<file path="config.mk">
export PLATFORM = sky130hd
export DESIGN_NAME = request_queue_with_keyed_remove_core
export DESIGN_NICKNAME = d
export VERILOG_FILES = /design/src/hw/rtl/rqkr_pkg.sv /design/src/hw/rtl/request_queue_with_keyed_remove_core.sv /design/src/hw/rtl/rqkr_cell.sv /design/src/hw/rtl/rqkr_ctrl.sv
export SDC_FILE = /design/constraint.sdc
export NUM_CORES = 1
export LEC_CHECK = 0
export BUFFER_PORTS_ARGS = -buffer_cell sky130_fd_sc_hd__clkbuf_2
export CORE_MARGIN = 2
export CORE_UTILIZATION = 45
export DETAILED_ROUTE_END_ITERATION = 10
export HOLD_SLACK_MARGIN = 0.02
export PLACE_DENSITY_LB_ADDON = 0.12
export SLEW_MARGIN = 20
export SYNTH_ARGS = -nofsm -noshare
export SYNTH_HDL_FRONTEND = slang
export SYNTH_HIERARCHICAL = 1
export SYNTH_SLANG_ARGS = --single-unit
</file>
<file path="constraint.sdc">
create_clock -name clk -period 6.2 [get_ports clk]
set_clock_uncertainty 0.1 [all_clocks]
set_input_delay 0.93 -clock clk [delete_from_list [all_inputs] [get_ports clk]]
set_output_delay 0.93 -clock clk [all_outputs]
set_load 0.01 [all_outputs]
</file>
<file path="src/hw/rtl/rqkr_pkg.sv">
`timescale 1ns / 1ps
// ----------------------------------------------------------------------------
// rqkr_pkg: shared types for the request queue with keyed remove
// Command and status codes, the request and response words, the stored
// entry and the control group that the sequencer hands to every cell.
// ----------------------------------------------------------------------------
package rqkr_pkg;

  // Default queue depth.
  localparam int DEPTH_DEFAULT = 16;

  // Field widths of the interface words.
  localparam int KEY_W   = 10;
  localparam int STAMP_W = 32;
  localparam int COUNT_W = 5;

  // Command codes.
  typedef enum logic [1:0] {
    CMD_APPEND     = 2'd0,
    CMD_POP_HEAD   = 2'd1,
    CMD_POP_TAIL   = 2'd2,
    CMD_REMOVE_KEY = 2'd3
  } cmd_t;

  // Status codes.
  typedef enum logic [1:0] {
    ST_OK        = 2'd0,
    ST_EMPTY     = 2'd1,
    ST_NOT_FOUND = 2'd2,
    ST_FULL      = 2'd3
  } status_t;

  // Sequencer states.
  typedef enum logic {
    S_IDLE = 1'b0,
    S_WALK = 1'b1
  } state_t;

  // Input word.
  typedef struct packed {
    logic [1:0]         cmd;
    logic [KEY_W-1:0]   key_fd;
    logic [STAMP_W-1:0] arrival_stamp;
  } req_t;

  // Result word.
  typedef struct packed {
    logic [1:0]         status;
    logic [KEY_W-1:0]   out_fd;
    logic [STAMP_W-1:0] out_stamp;
    logic [COUNT_W-1:0] count;
  } rsp_t;

  // One stored queue entry.
  typedef struct packed {
    logic [KEY_W-1:0]   key;
    logic [STAMP_W-1:0] stamp;
  } entry_t;

  // Control group broadcast to the cells.
  typedef struct packed {
    logic shift;  // every cell not addressed by a load takes the entry of the cell behind it
    logic load;   // the addressed cell takes the load entry
  } cell_ctl_t;

endpackage

</file>
<file path="src/hw/rtl/request_queue_with_keyed_remove_core.sv">
`timescale 1ns / 1ps
// ----------------------------------------------------------------------------
// request_queue_with_keyed_remove_core: ordered request queue
// A row of cells holds the queue, head in cell 0. Entries move one cell per
// shift; removal from the middle closes up the order of the rest.
//
//   Channel   Ports                 Handshake
//   command   start, busy, req      word taken when start is high, busy low
//   result    done, rsp             word valid for the single cycle of done
//
// For append and remove-head, done is high in the next cycle.
// Remove-tail and keyed remove rotate the queue through the head cell, one
// entry per cycle: busy while each held entry is rotated once, then done. On an
// empty queue every command finishes without a walk.
// Reset clears the entry count; the cells need no clearing.
// The receiver cannot stall: each result is shown once, for one cycle.
// ----------------------------------------------------------------------------
module request_queue_with_keyed_remove_core #(
  parameter int DEPTH = rqkr_pkg::DEPTH_DEFAULT
) (
  input  logic             clk,
  input  logic             rst,
  input  logic             start,
  input  rqkr_pkg::req_t   req,
  output logic             busy,
  output logic             done,
  output rqkr_pkg::rsp_t   rsp
);
  import rqkr_pkg::*;

  localparam int IDX_W = $clog2(DEPTH);

  cell_ctl_t           ctl;
  logic [IDX_W-1:0]    target;
  entry_t              load_word;
  entry_t              chain [DEPTH+1];

  // Command sequencer.
  rqkr_ctrl #(
    .DEPTH (DEPTH)
  ) u_ctrl (
    .clk       (clk),
    .rst       (rst),
    .start     (start),
    .req       (req),
    .head      (chain[0]),
    .busy      (busy),
    .done      (done),
    .rsp       (rsp),
    .ctl       (ctl),
    .target    (target),
    .load_word (load_word)
  );

  // Nothing lies behind the last cell.
  assign chain[DEPTH] = '0;

  // Row of cells, each fed by its neighbor toward the tail.
  for (genvar i = 0; i < DEPTH; i++) begin : g_cell
    rqkr_cell #(
      .DEPTH (DEPTH),
      .INDEX (i)
    ) u_cell (
      .clk       (clk),
      .ctl       (ctl),
      .target    (target),
      .load_word (load_word),
      .next_word (chain[i+1]),
      .word      (chain[i])
    );
  end

endmodule

</file>
<file path="src/hw/rtl/rqkr_cell.sv">
`timescale 1ns / 1ps
// ----------------------------------------------------------------------------
// rqkr_cell: one queue slot
// Holds one entry. On a shift it takes the entry of its neighbor toward the
// tail; when addressed with a load it takes the load entry instead.
// ----------------------------------------------------------------------------
module rqkr_cell #(
  parameter int DEPTH = rqkr_pkg::DEPTH_DEFAULT,
  parameter int INDEX = 0
) (
  input  logic                        clk,
  input  rqkr_pkg::cell_ctl_t         ctl,
  input  logic [$clog2(DEPTH)-1:0]    target,
  input  rqkr_pkg::entry_t            load_word,
  input  rqkr_pkg::entry_t            next_word,
  output rqkr_pkg::entry_t            word
);
  import rqkr_pkg::*;

  localparam int IDX_W = $clog2(DEPTH);

  logic hit;

  // This cell is the one addressed by the load.
  assign hit = ctl.load && (target == IDX_W'(INDEX));

  // A load wins over the shift so that a rotated entry lands at the tail.
  always_ff @(posedge clk) begin
    if (hit) begin
      word <= load_word;
    end else if (ctl.shift) begin
      word <= next_word;
    end
  end

endmodule

</file>
<file path="src/hw/rtl/rqkr_ctrl.sv">
`timescale 1ns / 1ps
// ----------------------------------------------------------------------------
// rqkr_ctrl: command sequencer for the request queue
// Decodes commands, keeps the entry count and runs the rotation walk that
// serves tail removal and keyed removal through the head cell.
// ----------------------------------------------------------------------------
module rqkr_ctrl #(
  parameter int DEPTH = rqkr_pkg::DEPTH_DEFAULT
) (
  input  logic                        clk,
  input  logic                        rst,
  input  logic                        start,
  input  rqkr_pkg::req_t              req,
  input  rqkr_pkg::entry_t            head,
  output logic                        busy,
  output logic                        done,
  output rqkr_pkg::rsp_t              rsp,
  output rqkr_pkg::cell_ctl_t         ctl,
  output logic [$clog2(DEPTH)-1:0]    target,
  output rqkr_pkg::entry_t            load_word
);
  import rqkr_pkg::*;

  localparam int IDX_W = $clog2(DEPTH);
  localparam int CNT_W = $clog2(DEPTH + 1);

  state_t             state, state_next;
  logic [CNT_W-1:0]   cnt, cnt_next;
  logic [CNT_W-1:0]   len, len_next;
  logic [IDX_W-1:0]   step, step_next;
  logic               found, found_next;
  logic               done_next;
  rsp_t               rsp_next;
  cmd_t               wcmd, wcmd_next;
  logic [KEY_W-1:0]   wkey, wkey_next;
  entry_t             taken, taken_next;
  logic               last;
  logic               drop;

  // State and control registers.
  always_ff @(posedge clk) begin
    if (rst) begin
      state <= S_IDLE;
      cnt   <= '0;
      len   <= '0;
      step  <= '0;
      found <= 1'b0;
      done  <= 1'b0;
    end else begin
      state <= state_next;
      cnt   <= cnt_next;
      len   <= len_next;
      step  <= step_next;
      found <= found_next;
      done  <= done_next;
    end
  end

  // Payload registers of the walk and the result word.
  always_ff @(posedge clk) begin
    rsp   <= rsp_next;
    wcmd  <= wcmd_next;
    wkey  <= wkey_next;
    taken <= taken_next;
  end

  // Next state, cell control and result.
  always_comb begin
    state_next = state;
    cnt_next   = cnt;
    len_next   = len;
    step_next  = step;
    found_next = found;
    done_next  = 1'b0;
    rsp_next   = rsp;
    wcmd_next  = wcmd;
    wkey_next  = wkey;
    taken_next = taken;
    ctl        = '0;
    target     = '0;
    load_word  = head;
    busy       = 1'b0;
    last       = (CNT_W'(step) == cnt - CNT_W'(1));
    drop       = 1'b0;

    case (state)
      S_IDLE: begin
        if (start) begin
          done_next        = 1'b1;
          rsp_next.status  = ST_OK;
          rsp_next.out_fd  = '0;
          rsp_next.out_stamp = '0;
          rsp_next.count   = COUNT_W'(cnt);
          case (cmd_t'(req.cmd))
            CMD_APPEND: begin
              if (cnt == CNT_W'(DEPTH)) begin
                rsp_next.status = ST_FULL;
              end else begin
                ctl.load        = 1'b1;
                target          = IDX_W'(cnt);
                load_word.key   = req.key_fd;
                load_word.stamp = req.arrival_stamp;
                cnt_next        = cnt + CNT_W'(1);
                rsp_next.count  = COUNT_W'(cnt + CNT_W'(1));
              end
            end
            CMD_POP_HEAD: begin
              if (cnt == '0) begin
                rsp_next.status = ST_EMPTY;
              end else begin
                ctl.shift          = 1'b1;
                rsp_next.out_fd    = head.key;
                rsp_next.out_stamp = head.stamp;
                cnt_next           = cnt - CNT_W'(1);
                rsp_next.count     = COUNT_W'(cnt - CNT_W'(1));
              end
            end
            CMD_POP_TAIL, CMD_REMOVE_KEY: begin
              if (cnt == '0) begin
                rsp_next.status = (cmd_t'(req.cmd) == CMD_POP_TAIL) ? ST_EMPTY
                                                                    : ST_NOT_FOUND;
              end else begin
                // Start a walk of one rotation step per held entry.
                done_next  = 1'b0;
                state_next = S_WALK;
                wcmd_next  = cmd_t'(req.cmd);
                wkey_next  = req.key_fd;
                len_next   = cnt;
                step_next  = '0;
                found_next = 1'b0;
              end
            end
            default: begin
              rsp_next.status = ST_NOT_FOUND;
            end
          endcase
        end
      end

      S_WALK: begin
        busy = 1'b1;
        // The head entry leaves; it is dropped or re-entered at the tail.
        if (wcmd == CMD_POP_TAIL) begin
          drop = last;
        end else begin
          drop = !found && (head.key == wkey);
        end
        ctl.shift = 1'b1;
        ctl.load  = !drop;
        target    = IDX_W'(len - CNT_W'(1));
        step_next = step + IDX_W'(1);
        if (drop) begin
          len_next   = len - CNT_W'(1);
          found_next = 1'b1;
          taken_next = head;
        end
        if (last) begin
          state_next = S_IDLE;
          done_next  = 1'b1;
          found_next = 1'b0;
          if (found || drop) begin
            rsp_next.status    = ST_OK;
            rsp_next.out_fd    = drop ? head.key : taken.key;
            rsp_next.out_stamp = drop ? head.stamp : taken.stamp;
            rsp_next.count     = COUNT_W'(cnt - CNT_W'(1));
            cnt_next           = cnt - CNT_W'(1);
          end else begin
            rsp_next.status    = ST_NOT_FOUND;
            rsp_next.out_fd    = '0;
            rsp_next.out_stamp = '0;
            rsp_next.count     = COUNT_W'(cnt);
          end
        end
      end

      default: begin
        state_next = S_IDLE;
      end
    endcase
  end

  // A result only follows an accepted command or the end of a walk.
  a_done_cause: assert property (@(posedge clk) disable iff (rst)
    done |-> ($past(start && !busy) || $past(state == S_WALK)))
    else $error("result strobe without a cause");

  // The entry count never passes the depth.
  a_cnt_bound: assert property (@(posedge clk) disable iff (rst)
    cnt <= CNT_W'(DEPTH))
    else $error("entry count above depth");

  // During a walk at most one entry has been dropped.
  a_walk_len: assert property (@(posedge clk) disable iff (rst)
    (state == S_WALK) |-> ((len == cnt) || (len + CNT_W'(1) == cnt)))
    else $error("walk length out of step with count");

  // An empty report carries no entry and a zero count.
  a_empty_rsp: assert property (@(posedge clk) disable iff (rst)
    (done && rsp.status == ST_EMPTY) |->
      (rsp.out_fd == '0 && rsp.out_stamp == '0 && rsp.count == '0))
    else $error("empty status with data");

endmodule
</file>
==> results of run 1 <==
cells in the final DEF, fill, tap and decap left out, types with 10 or more instances in the layout:
| master | netlist | layout |
|---|---|---|
| a21oi_1 | 18 | 18 |
| a22o_1 | 41 | 41 |
| buf_4 | 0 | 50 |
| clkbuf_1 | 20 | 17 |
| clkbuf_16 | 0 | 89 |
| clkbuf_2 | 0 | 97 |
| clkinv_1 | 2 | 22 |
| clkinv_2 | 0 | 12 |
| conb_1 | 1 | 42 |
| dfxtp_1 | 16 | 16 |
| edfxtp_1 | 775 | 775 |
| inv_1 | 10 | 10 |
| mux2_2 | 91 | 91 |
| mux2_4 | 624 | 624 |
| nand2_1 | 19 | 19 |
| nand2b_2 | 0 | 16 |
| nand3_1 | 13 | 12 |
| nor2_1 | 14 | 14 |
| o21ai_0 | 16 | 13 |
| xnor2_1 | 15 | 15 |
area by class of cell:
cell class	count	area, sq um
Tap cell	1070	1340
Timing Repair Buffer	157	1070
Multi-Input combinational cell	1033	12800
Clock inverter	45	363
Sequential cell	791	23600
Fill cell	6714	40300
Clock buffer	106	2290
Inverter	12	45.0
cell families (layout without fill, tap and decap cells):
group | Yosys count | count (layout) | share of synthesized area
DFF | 791 | 791 | 0.638
other | 1 | 42 | 0.000101
and+or+nand+nor | 137 | 137 | 0.0273
xor gates and xnor gates | 22 | 22 | 0.00521
AOI/OAI and AO/OA | 107 | 107 | 0.0212
muxes | 720 | 720 | 0.282
adders and majority gates | 5 | 5 | 0.00169
buffers and inverters | 105 | 320 | 0.0239
layer usage:
layer	global-route usage	vias to the layer above	share of wire
li1	-	7811	-
met1	0.257	9187	0.47
met2	0.294	392	0.47
met3	0.0327	109	0.046
met4	0.0505	0	0.020
met5	0	-	0
state kept, by name (all words and copies together), names as in the netlist:
signal and count:
u_ctrl/step 4, u_ctrl/state 1, u_ctrl/rsp 49, u_ctrl/wcmd 2, g_cell.u_cell/word 672, u_ctrl/cnt 5, u_ctrl/len 4, u_ctrl/done 1
u_ctrl/wkey 10, u_ctrl/found 1, u_ctrl/taken 42
report_power, final:
part | internal (mW) | total [mW] | leakage [nW] | switching, mW
Combinational | 0.581 | 1.37 | 8.18 | 0.788
Sequential | 6.36 | 6.49 | 7.25 | 0.129
Clock | 2.79 | 4.88 | 1.30 | 2.09
synthesized netlist by cell type, drive strengths merged, types with 4 or more instances:
cell type	count	area, sq um
a211oi	4	30.0
a21oi	19	98.9
a22o	41	359
and4bb	4	50.1
buf	73	763
clkbuf	20	75.1
dfxtp	16	320
edfxtp	775	23300
ha	5	62.6
inv	10	37.5
mux2	715	10400
mux2i	5	50.1
nand2	28	148
nand2b	19	119
nand3	14	82.6
nand4	10	153
nor2	17	71.3
nor2b	10	92.6
nor3	9	56.3
nor4	7	50.1
nor4b	4	60.1
o21ai	17	85.1
or4	6	56.3
xnor2	15	131
xor2	7	61.3
critical path, cell delays in order, from the launching register on:
cell	delay [ps]
dfxtp_1	440
inv_1	210
ha_1	360
nor3b_2	480
nand2_1	290
nand3_2	160
buf_4	380
o22ai_2	140
buf_4	240
nor4_2	400
nand2_4	640
nand2b_2	280
buf_4	450
worst paths after layout:
check / startpoint / end / slack [ps]
setup / recovery: u_ctrl/cnt[0] / g_cell[0].u_cell/word[4] / 1240
hold / removal: g_cell[0].u_cell/word[30] / u_ctrl/taken[30] / 380
setup reg to reg: u_ctrl/cnt[0] / g_cell[0].u_cell/word[4] / 1240
hold reg to reg: g_cell[0].u_cell/word[30] / u_ctrl/taken[30] / 380
==> reports/results.txt, run 1 <==
The logs give 6370 ps for the required time at the endpoint of the critical path and 0.191 mV for the highest ir drop seen on vdd. Area inside the core boundary: 81700 sq um. The H-tree was split into 3 levels. The total power was 12.7 mW.

Period utilization: 0.800. Final hold violation count: 0. The share of final-layout standard cells stronger than drive strength 1 works out to 0.491. During placement, the flow inserted port buffers numbering 97.

The via count of the first global-routing pass was 18400; the unique cell type count in the Yosys netlist was 64. Largest driver fanout on the critical path: 43. The routed wire length is 77100 um, and the final critical-path required period is 4960 ps. Summing all non-filler instances in the final layout gives an area of 41500 sq um.

The number of setup buffers added after CTS is 0. The number of iterations in the first detailed-routing pass is 5. The run finished with clean final reports. The number of nets still failing antenna checks after routing was 0. Dividing total power by cell area gives a power density of 307 nW/um^2.

The die is 291 um tall. Dividing the detail-routed wire length by the instance count gives 24.0 um. Synthesis handed over a netlist of 1888 instances.

Setup violations remaining at the end of the flow were counted as 0. In the routed design, unresolved DRC markers number 0. The final number of max-transition violations is 0, and the post-cts hold buffer count is 0.

The count of non-filler cells in the finished layout came out at 3214. For the worst setup slack after layout, the log shows 1240 ps. The via density per instance works out to 5.44. The logs give 202 MHz for the highest clock rate and 0 for the aggregate global routing overflow. Boundary pin count: 98.

Counting along the longest clock path gives a buffer depth of 3. The HPWL after detailed placement was 46200 um. Entering global routing, the biggest net connects 50 pins.

The tools report the worst max-slew margin expressed relative to the limit as 0.248. The tool flagged a number of max-cap violations equal to 0. The clock drives 791 sinks. The most used flip-flop cell after synthesis is edfxtp_1.

The total of warnings raised by yosys was 6. The tools report the number of antenna repair diodes as 0. At the later pin of the worst-skew pair, clock insertion delay measures 630 ps. The run gives 0.452 as the initial standard-cell utilization of the core.

The cell sitting at the root of the clock tree is a clkbuf_16. Path depth of the worst reg2reg path: 12. The horizontal die dimension was 291 um; the number of core rows was 105. For the worst hold slack, the log shows 377 ps. The number of antenna violations at the first check in global routing was 0. The tools report the endpoint kind of the worst setup timing path as a flop. The synthesized design contains 775 enable-type register cells. The congestion estimate from routability-driven global placement came to 0.840. The run gives 0.183 as the total global-route track usage. The mapped netlist covers 37000 sq um. The first global-routing pass estimated 118000 um of wire.

Buffers inserted during clock tree synthesis total 88. The total cell area at the placement stage was 38800 sq um; the clock slew seen by the registers of the worst setup and hold paths was 50 ps. Prior to clock tree synthesis, the placed netlist has a worst setup slack of 1270 ps. The number of flip-flops and latches in the synthesized netlist is 791. In this run, placement finished with an instance count of 3062. The min-delay analysis places its worst path in the category reg -> reg.

The share of the core filled with cells came out at 0.507. Each instance of the synthesized netlist takes up on average 19.6 sq um. The floorplan step defined a die boundary enclosing 84500 sq um. The layout-stage area growth over the synthesis result was 12.1%.

TritonCTS built the clock tree. The routed layout has 17500 vias. Total number of nets in the final design: 2135. For the post-cts resize count, the log shows 0.

STA puts the critical path data arrival time at 5130 ps. STA classifies the critical path startpoint as a flop. Setup total negative slack on the finished layout was measured at 0 ps. Setup repair after global routing left no endpoint under its margin. The critical path is of the reg -> reg type. In this run, the number of DRC markers left after iteration 0 of detailed routing was 1141. The worst hold path depth works out to 0. The share of the yosys chip area belonging to registers was 0.638. For the cell leakage power, the log shows 16.7 nW. The slew at the pin closest to its max-slew limit is 1130 ps, and the share of synthesized registers carrying an async set or reset is 0.
Power figures use the tool's default switching activity.
==> run 2: changes to the inputs <==
--- a/config.mk
+++ b/config.mk
@@ -5,6 +5,7 @@
 export SDC_FILE = /design/constraint.sdc
 export NUM_CORES = 1
 export LEC_CHECK = 0
+export ABC_AREA = 1
 export BUFFER_PORTS_ARGS = -buffer_cell sky130_fd_sc_hd__clkbuf_2
 export CORE_MARGIN = 2
 export CORE_UTILIZATION = 45
==> constraint.sdc (replaced) <==
create_clock -name clk -period 4.8 [get_ports clk]
set_clock_uncertainty 0.1 [all_clocks]
set_input_delay 0.72 -clock clk [delete_from_list [all_inputs] [get_ports clk]]
set_output_delay 0.72 -clock clk [all_outputs]
set_load 0.01 [all_outputs]
==> run 2 against run 1 <==
Against the previous run:
- first-iteration DRC count increased by 49%
- synthesized area rose by 4.5%
- combinational power rose by 84%
- flip-flop and latch count stayed put
- critical path depth up 4
- setup slack worse by 460 ps
- synthesized cell count grew 110%
- die area is 4.4% higher
- critical endpoint is now g_cell[3].u_cell/word[30]
- highest routed layer unchanged
==> reports/results.txt, run 2 <==
Commonest non-fill, non-tap cell in the layout: nand2_1. The run gives 4050 (+90%) as the total number of nets in the final design. Worst stage delay on the critical path: 680 ps (+40 ps). The tools report the count of routing violations after the opening detailed-route iteration as 1702 (+49%). TritonCTS built the clock tree. The wire length per cell was 15.3 um (-36%); the total power was 17.8 mW (+40%). The critical path startpoint category is a flop. The signal on the critical path passes through inv_2 -> ha_1 -> inv_2 -> nand2_1 -> nand2_1 -> nand2_1 -> nand2_1 -> inv_2 -> nand4_4 -> nand2_4 -> o21ai_4 -> nand2_1 -> nor2_4 -> nand2_4 -> nand2_1 -> buf_4. The number of H-tree levels is 3 (unchanged), and the HPWL after detailed placement is 52400 um (+13%).

The share of synthesized registers carrying an async set or reset was 0 (unchanged); the boundary pin count was 98 (unchanged). The share of the yosys chip area belonging to registers was 0.611 (-0.0273). By count the netlist is led by nand2_1 (1623), edfxtp_1 (775), nand3_1 (308), nand4_1 (254), inv_1 (245). Period utilization: 0.837 (+0.0369).

The worst setup path is captured at a flop. The clock slew seen by the registers of the worst setup and hold paths is 60 ps (about the same). Highest-delay cell along the critical path: nor2_4. For the unique cell type count in the Yosys netlist, the log shows 36 (-44%). The logs give 0.887 (+5.6%) for the weighted congestion at the end of routability-driven global placement and 5 (unchanged) for the number of iterations in the first detailed-routing pass. The run gives 0 (unchanged) as the count of maximum capacitance violations. The highest ir drop seen on vdd is 0.276 mV (+44%). The insertion delay of the later-clocked pin in the worst-skew pair is 630 ps (about the same). The number of flip-flops and latches in the synthesized netlist was 791 (unchanged); the fraction of synthesized cell area taken by the top area cell type was 0.603 (-0.0269). In the post-synthesis netlist, the biggest area contributors are edfxtp_1 (60%), nand2_1 (16%), nand4_1 (4.1%).

The cell sitting at the root of the clock tree is a clkbuf_16. Among the stages of the critical path, the cell type that occurs most often is nand2_1. The die outline height is 297 um (+2.2%). For the proportion of power drawn by the clock network, the log shows 0.368 (-0.015). The tools report the required time at the endpoint of the critical path as 4960 ps (-1410 ps). The number of endpoints failing setup at the final stage came out at 0 (unchanged).

In the final layout, the registers with the most flip-flops are g_cell.u_cell/word: 672 flops, u_ctrl/rsp: 49 flops, u_ctrl/taken: 42 flops. For the total global-route track usage, the log shows 0.181 (-0.00193). For the cell-internal power, the log shows 13.0 mW (+34%).

The final hold violation count came out at 0 (unchanged). The DRC violation count after routing came out at 0 (unchanged). The flow ran to the end, and the final reports show no timing, DRC or antenna violations. The run gives 88200 sq um (+4.4%) as the area of the die. The leading cell type by number of instances after synthesis was nand2_1. The largest register by flop count is g_cell.u_cell/word. The via density per instance works out to 4.95 (-9.0%). The number of core rows came out at 107 (+1.9%). The logs give 0.454 (+0.00115) for the initial standard-cell utilization of the core and 0 ps (unchanged) for the setup TNS after final layout. The total of warnings raised by yosys was 6 (unchanged). For the net switching power of the design, the log shows 4.78 mW (+59%). The horizontal die dimension is 297 um (+2.2%), and the pin count of the biggest net entering global routing is 139 (+180%). The flip-flop count of the largest register, all copies and words added was 672 (unchanged). The worst hold-check path type was in -> reg.

Number of nets still failing antenna checks after routing: 0 (unchanged). The logs give 0.141 (+0.034) for the part of the power in combinational logic and 133000 um (+13%) for the global-route wire length before repair. The aggregate global routing overflow was 0 (unchanged); the count of flip-flops with a built-in enable after synthesis was 775 (unchanged).

The critical path is of the reg -> reg type. The run gives 780 ps (-460 ps) as the worst-case register-to-register setup slack. The area inside the core boundary is 85100 sq um (+4.2%). The tools report the number of standard cells after synthesis as 3930 (+110%). The final number of max-transition violations is 0 (unchanged), and the power density normalized to cell area is 417 nW/um^2 (+36%). Setup repair after global routing left no endpoint under its margin.

The worst hold slack is 195 ps (-182 ps), and the sequential cell fraction of total power is 0.491 (-0.018). The run gives 4180 ps (-950 ps) as the arrival time reported for the critical path endpoint. The worst max-slew margin expressed relative to the limit was 0.245 (-0.00290).

The overall via count from detail_route came out at 25800 (+48%). The largest driver fanout on the critical path was 43 (unchanged). For this run, the leading register cell type out of synthesis is edfxtp_1. The number of buffers on the longest clock path is 3 (unchanged). The synthesized design spends more area on one cell type than any other, namely edfxtp_1.

The average size of a mapped cell was 9.83 sq um (-50%); the routed wire length was 79600 um (+3.2%). The switching fraction of total power was 0.269 (+0.0325). For the via count of the first global-routing pass, the log shows 24800 (+35%). In the layout the commonest cells are nand2_1 (1620), edfxtp_1 (775), nand3_1 (308). The cell leakage power was 17.5 nW (+4.5%); the highest clock rate was 249 MHz (+23%). The final critical-path required period came out at 4020 ps (-943 ps). The number of CTS-inserted buffers came out at 86 (-2.3%). The slew at the pin closest to its max-slew limit works out to 1130 ps (+4.50 ps). The number of antenna violations at the first check in global routing came out at 1 (+1). The count of input and output buffers works out to 97 (unchanged). For the post-cts hold buffer count, the log shows 0 (unchanged). The post-cts resize count came out at 0 (unchanged). The synthesized area was 38600 sq um (+4.5%).

The tools report the layout filler cell count as 7749 (+15%). The share of final-layout standard cells stronger than drive strength 1 is 0.114 (-0.378). The tools report the number of clock sinks seen by CTS as 791 (unchanged).

The number of setup buffers added after CTS was 0 (unchanged); the layout-stage area growth over the synthesis result was 10.4%.
## run 2: area by class of cell
cell class / instances / area (sq um) / share of cell area
Tap cell: 1144 / 1430 / 0.0336
Multi-Input combinational cell: 2663 / 12600 / 0.296
Sequential cell: 791 / 23600 / 0.553
Timing Repair Buffer: 192 / 1250 / 0.0293
Clock buffer: 108 / 2270 / 0.0532
Inverter: 264 / 991 / 0.0232
Clock inverter: 48 / 495 / 0.0116
Antenna cell: 1 / 2.50 / 0.0000587
## run 2: metrics by stage
stage	cell area, sq um	instances	utilization	setup WS, ps
2_1_floorplan	38800	3971	-	8.47
3_3_place_gp	39900	5054	0.468	708
3_5_place_dp	39900	5054	0.468	665
4_1_cts	42600	5210	0.500	782
5_1_grt	42600	5211	0.501	352
6_report	42600	5211	0.501	784
## run 2: kinds of logic (layout without fill, tap and decap cells)
| family | after synthesis | count (layout) | share of synthesized area |
|---|---|---|---|
| and+or+nand+nor | 2354 | 2354 | 0.271 |
| DFF | 791 | 791 | 0.611 |
| buffers and inverters | 517 | 612 | 0.0731 |
| AOI/OAI and AO/OA | 258 | 258 | 0.0421 |
| adders and majority gates | 5 | 5 | 0.00162 |
| xor gates and xnor gates | 4 | 4 | 0.000907 |
| other | 1 | 43 | 0.0000971 |
## run 2: power by group through the flow
stage	logic [mW]	registers, mW	clock network, mW
after floorplan	1.73	8.87	0
after global placement	2.51	8.86	0
after detailed placement	2.53	8.88	0
after CTS	2.54	8.73	6.71
after global routing	2.85	8.79	6.99
final	2.52	8.72	6.54
## run 2: path summary, 6_finish.rpt
path,endpoint,startpoint,cells after the start
setup / recovery,g_cell[3].u_cell/word[30],u_ctrl/cnt[0],16
hold / removal,u_ctrl/wkey[2],req[34],1
setup reg to reg,g_cell[3].u_cell/word[30],u_ctrl/cnt[0],16
hold reg to reg,u_ctrl/taken[35],g_cell[0].u_cell/word[35],0
## run 2: per-layer routing
layer / routed length [um] / GRT usage / share of wire
met5: 0 / 0 / 0
met4: 1350 / 0.0445 / 0.017
met3: 3600 / 0.0244 / 0.045
met2: 37500 / 0.308 / 0.47
met1: 37200 / 0.246 / 0.47
## run 2: critical path, delay by kind of cell (launching register included)
kind                     cells  cell delay, ps
AO/OA/AOI/OAI                1             160
AND/OR/NAND/NOR             10            1900
adder cells (fa/ha/maj)      1             280
flip-flops                   1             490
buffers and inverters        4             690
==> run 3: changes to the inputs <==
==> constraint.sdc (replaced) <==
create_clock -name clk -period 4.1 [get_ports clk]
set_clock_uncertainty 0.1 [all_clocks]
set_input_delay 0.615 -clock clk [delete_from_list [all_inputs] [get_ports clk]]
set_output_delay 0.615 -clock clk [all_outputs]
set_load 0.01 [all_outputs]
==> run 3 against run 2 <==
Against the previous run:
- cell count up 0.35%
- sequential power grew 17%
- critical path type unchanged
- maximum frequency is 7.9% higher
==> reports/results.txt, run 3 (synthesis gave the netlist of run 2 again) <==
Boundary pin count: 98 (unchanged). The share of final-layout standard cells stronger than drive strength 1 came out at 0.121 (+0.00709). The required time at the endpoint of the critical path was 4470 ps (-490 ps). The total global-route track usage came out at 0.176 (-0.00493).

CTS placed an instance of clkbuf_16 at the clock tree root. The logs give 3330 um (-7.4%) for the total met3 wirelength after detailed routing and 0 (unchanged) for the post-cts resize count. The horizontal die dimension was 297 um (unchanged); the clock slew seen by the registers of the worst setup and hold paths was 60 ps (about the same).

For the highest ir drop seen on vdd, the log shows 0.296 mV (+7.3%). The layout filler cell count is 7682 (-0.86%), and the worst hold path depth is 1 (unchanged). The total stage count of the critical path was 16 (unchanged).

The run gives 0 (unchanged) as the number of setup buffers added after CTS. The power density normalized to cell area was 483 nW/um^2 (+16%). The flip-flop count of the largest register, all copies and words added came out at 672 (unchanged).

Summed area of non-filler cells in the final layout: 42900 sq um (+0.65%). The worst setup path is of the reg -> reg kind. The combined area of the multi-input logic cells came out at 12600 sq um (+0.20%). The run gives 1 (unchanged) as the number of antenna violations at the first check in global routing.

Setup repair after global routing left no endpoint under its margin. The die outline height is 297 um (unchanged). The DRC violation count after routing is 0 (unchanged). The startpoint identified for the worst hold timing path is req[34]. The top cell types in the final layout, fill and taps aside, are nand2_1 (1608), edfxtp_1 (775), nand3_1 (308). For the worst max-slew margin expressed relative to the limit, the log shows 0.273 (+0.0284).

The detailed router used layers up to and including met4. TritonCTS built the clock tree. Slew at the pin closest to its max-slew limit: 1090 ps (-42.6 ps). For the length of routed met2 wiring, the log shows 36000 um (-4.0%).

STA classifies the critical path startpoint as a flop. The count of routing violations after the opening detailed-route iteration was 1552 (-8.8%). By instance count, the cell type seen most on the critical path is nand2_1. The worst register-to-register path begins at u_ctrl/cnt[1]. Number of endpoints failing setup at the final stage: 0 (unchanged). The commonest non-fill, non-tap cell in the layout is nand2_1. The largest registers in the layout are g_cell.u_cell/word: 672 flops, u_ctrl/rsp: 49 flops, u_ctrl/taken: 42 flops. The largest driver fanout on the critical path works out to 42 (-2.3%). Counting flops per register, the top entry is g_cell.u_cell/word. The worst stage delay on the critical path was 700 ps (+20 ps); the total power was 20.7 mW (+17%). Count of maximum capacitance violations: 0 (unchanged).

For the count of non-filler cells in the finished layout, the log shows 5229 (+0.35%). The wire length per cell came out at 14.8 um (-3.1%). The path class of the tightest hold or removal check is in -> reg. The highest clock rate was 269 MHz (+7.9%); the insertion delay of the later-clocked pin in the worst-skew pair was 620 ps (about the same). The via density per instance works out to 4.93 (-0.39%). The signal on the critical path passes through inv_1 -> ha_1 -> inv_2 -> nand2_1 -> nand2_1 -> nand2_1 -> nand2_1 -> inv_2 -> nand4_4 -> nand2_4 -> o21ai_4 -> buf_4 -> nand2_2 -> nor2_4 -> nand2_1 -> nand2_1. The buffer and inverter count on the worst path was 4 (unchanged); the pin count of the biggest net entering global routing was 85 (-39%). For the number of CTS-inserted buffers, the log shows 89 (+3.5%). Endpoint of the lowest-slack register-to-register path: g_cell[10].u_cell/word[5]. The weighted congestion at the end of routability-driven global placement was 0.834 (-6.1%); the met1 wire length was 37000 um (-0.42%).

The number of clock sinks seen by CTS was 791 (unchanged); the final critical-path required period was 3720 ps (-293 ps). The number of core rows is 107 (unchanged). The register area came out at 23600 sq um (unchanged). The global-route wire length before repair was 131000 um (-1.9%); the period utilization was 0.908 (+0.0713). The overall via count from detail_route is 25800 (-0.046%). The run gives 3 (unchanged) as the number of H-tree levels. On the critical path, the stage with the largest delay is an instance of o21ai_4. The capture endpoint of the worst hold path is u_ctrl/wkey[2]. Cell leakage power: 17.6 nW (+0.58%).

The routed wire length came out at 77400 um (-2.8%). The worst-case register-to-register setup slack was 380 ps (-410 ps). The endpoint kind of the worst setup timing path was a flop. The run gives 5070 (+0.32%) as the number of placed instances, taps included. The number of iterations in the first detailed-routing pass is 8 (+3). The path depth of the worst reg2reg path was 16 (unchanged); the total cell area at the placement stage was 40200 sq um (+0.78%). For the post-cts hold buffer count, the log shows 0 (unchanged). The run finished with clean final reports.

The area of the die is 88200 sq um (unchanged). Area inside the core boundary: 85100 sq um (unchanged). The arrival time reported for the critical path endpoint was 4090 ps (-90 ps); the final number of max-transition violations was 0 (unchanged).

The total number of nets in the final design came out at 4070 (+0.49%). The aggregate global routing overflow is 0 (unchanged), and the setup slack at placement is 405 ps (-260 ps). The final hold violation count was 0 (unchanged); the worst setup slack after layout was 377 ps (-407 ps).

The initial standard-cell utilization of the core was 0.454 (unchanged); the HPWL after detailed placement was 52500 um (about the same). On the critical path the largest part of the delay comes from simple AND/OR/NAND/NOR gates. The number of nets still failing antenna checks after routing came out at 0 (unchanged). The count of input and output buffers came out at 97 (unchanged). The number of buffers on the longest clock path was 3 (unchanged). The run gives 0 ps (unchanged) as the setup TNS after final layout. The via count of the first global-routing pass is 24600 (-0.91%), and the layout-stage area growth over the synthesis result is 11.1%.
==> run 3: cell types whose count changed in the layout (fill, tap and decap cells not counted), sizes merged <==
cell      previous run  this run
inv                266       264
clkbuf             205       209
bufinv              10         6
clkinv              36        38
clkinvlp             0         1
buf                 95       112
==> run 3: final cells by class <==
| cell class | instances | area share |
|---|---|---|
| flip-flops and latches | 791 | 0.550 |
| multi-input cells | 2663 | 0.294 |
| clock buffers | 112 | 0.0544 |
| repair buffers | 209 | 0.0362 |
| well taps | 1144 | 0.0334 |
| inverters | 264 | 0.0231 |
| clock inverters | 45 | 0.00878 |
| diodes | 1 | 0.0000583 |
==> run 3: worst max path at each step <==
stage / startpoint / to / slack [ps]
floorplan: u_ctrl/cnt[0] / g_cell[0].u_cell/word[0] / 70
finish: u_ctrl/cnt[1] / g_cell[10].u_cell/word[5] / 380
global route: u_ctrl/cnt[1] / g_cell[10].u_cell/word[37] / 4
detailed placement: req[43] / g_cell[1].u_cell/word[15] / 410
CTS: u_ctrl/cnt[1] / g_cell[10].u_cell/word[8] / 360
global placement: req[43] / g_cell[1].u_cell/word[15] / 450
==> run 3: worst register-to-register path, stage by stage, from the launching register on <==
cell and delay (ps):
dfxtp_1 460, inv_1 100, ha_1 240, inv_2 50, nand2_1 50, nand2_1 150
nand2_1 70, nand2_1 90, inv_2 60, nand4_4 100, nand2_4 60, o21ai_4 700
buf_4 300, nand2_2 70, nor2_4 690, nand2_1 150, nand2_1 110
==> run 3: through the flow <==
step | hold slack (ps) | util
3_5_place_dp | 365 | 0.472
2_1_floorplan | 350 | -
3_3_place_gp | 367 | 0.472
4_1_cts | 48.7 | 0.504
6_report | 94.8 | 0.504
5_1_grt | 65.2 | 0.504
==> run 3: per-layer routing <==
layer | up-vias | global-route usage
met5 | - | 0
met4 | 0 | 0.0439
met3 | 83 | 0.0267
li1 | 13500 | -
met1 | 11800 | 0.241
met2 | 479 | 0.295
==> run 3: power by group <==
| group | internal, mW | leakage (nW) | total, mW | switching (mW) |
|---|---|---|---|---|
| registers | 9.99 | 7.34 | 10.2 | 0.221 |
| clock network | 4.39 | 1.33 | 7.49 | 3.11 |
| logic | 0.765 | 8.91 | 3.03 | 2.27 |
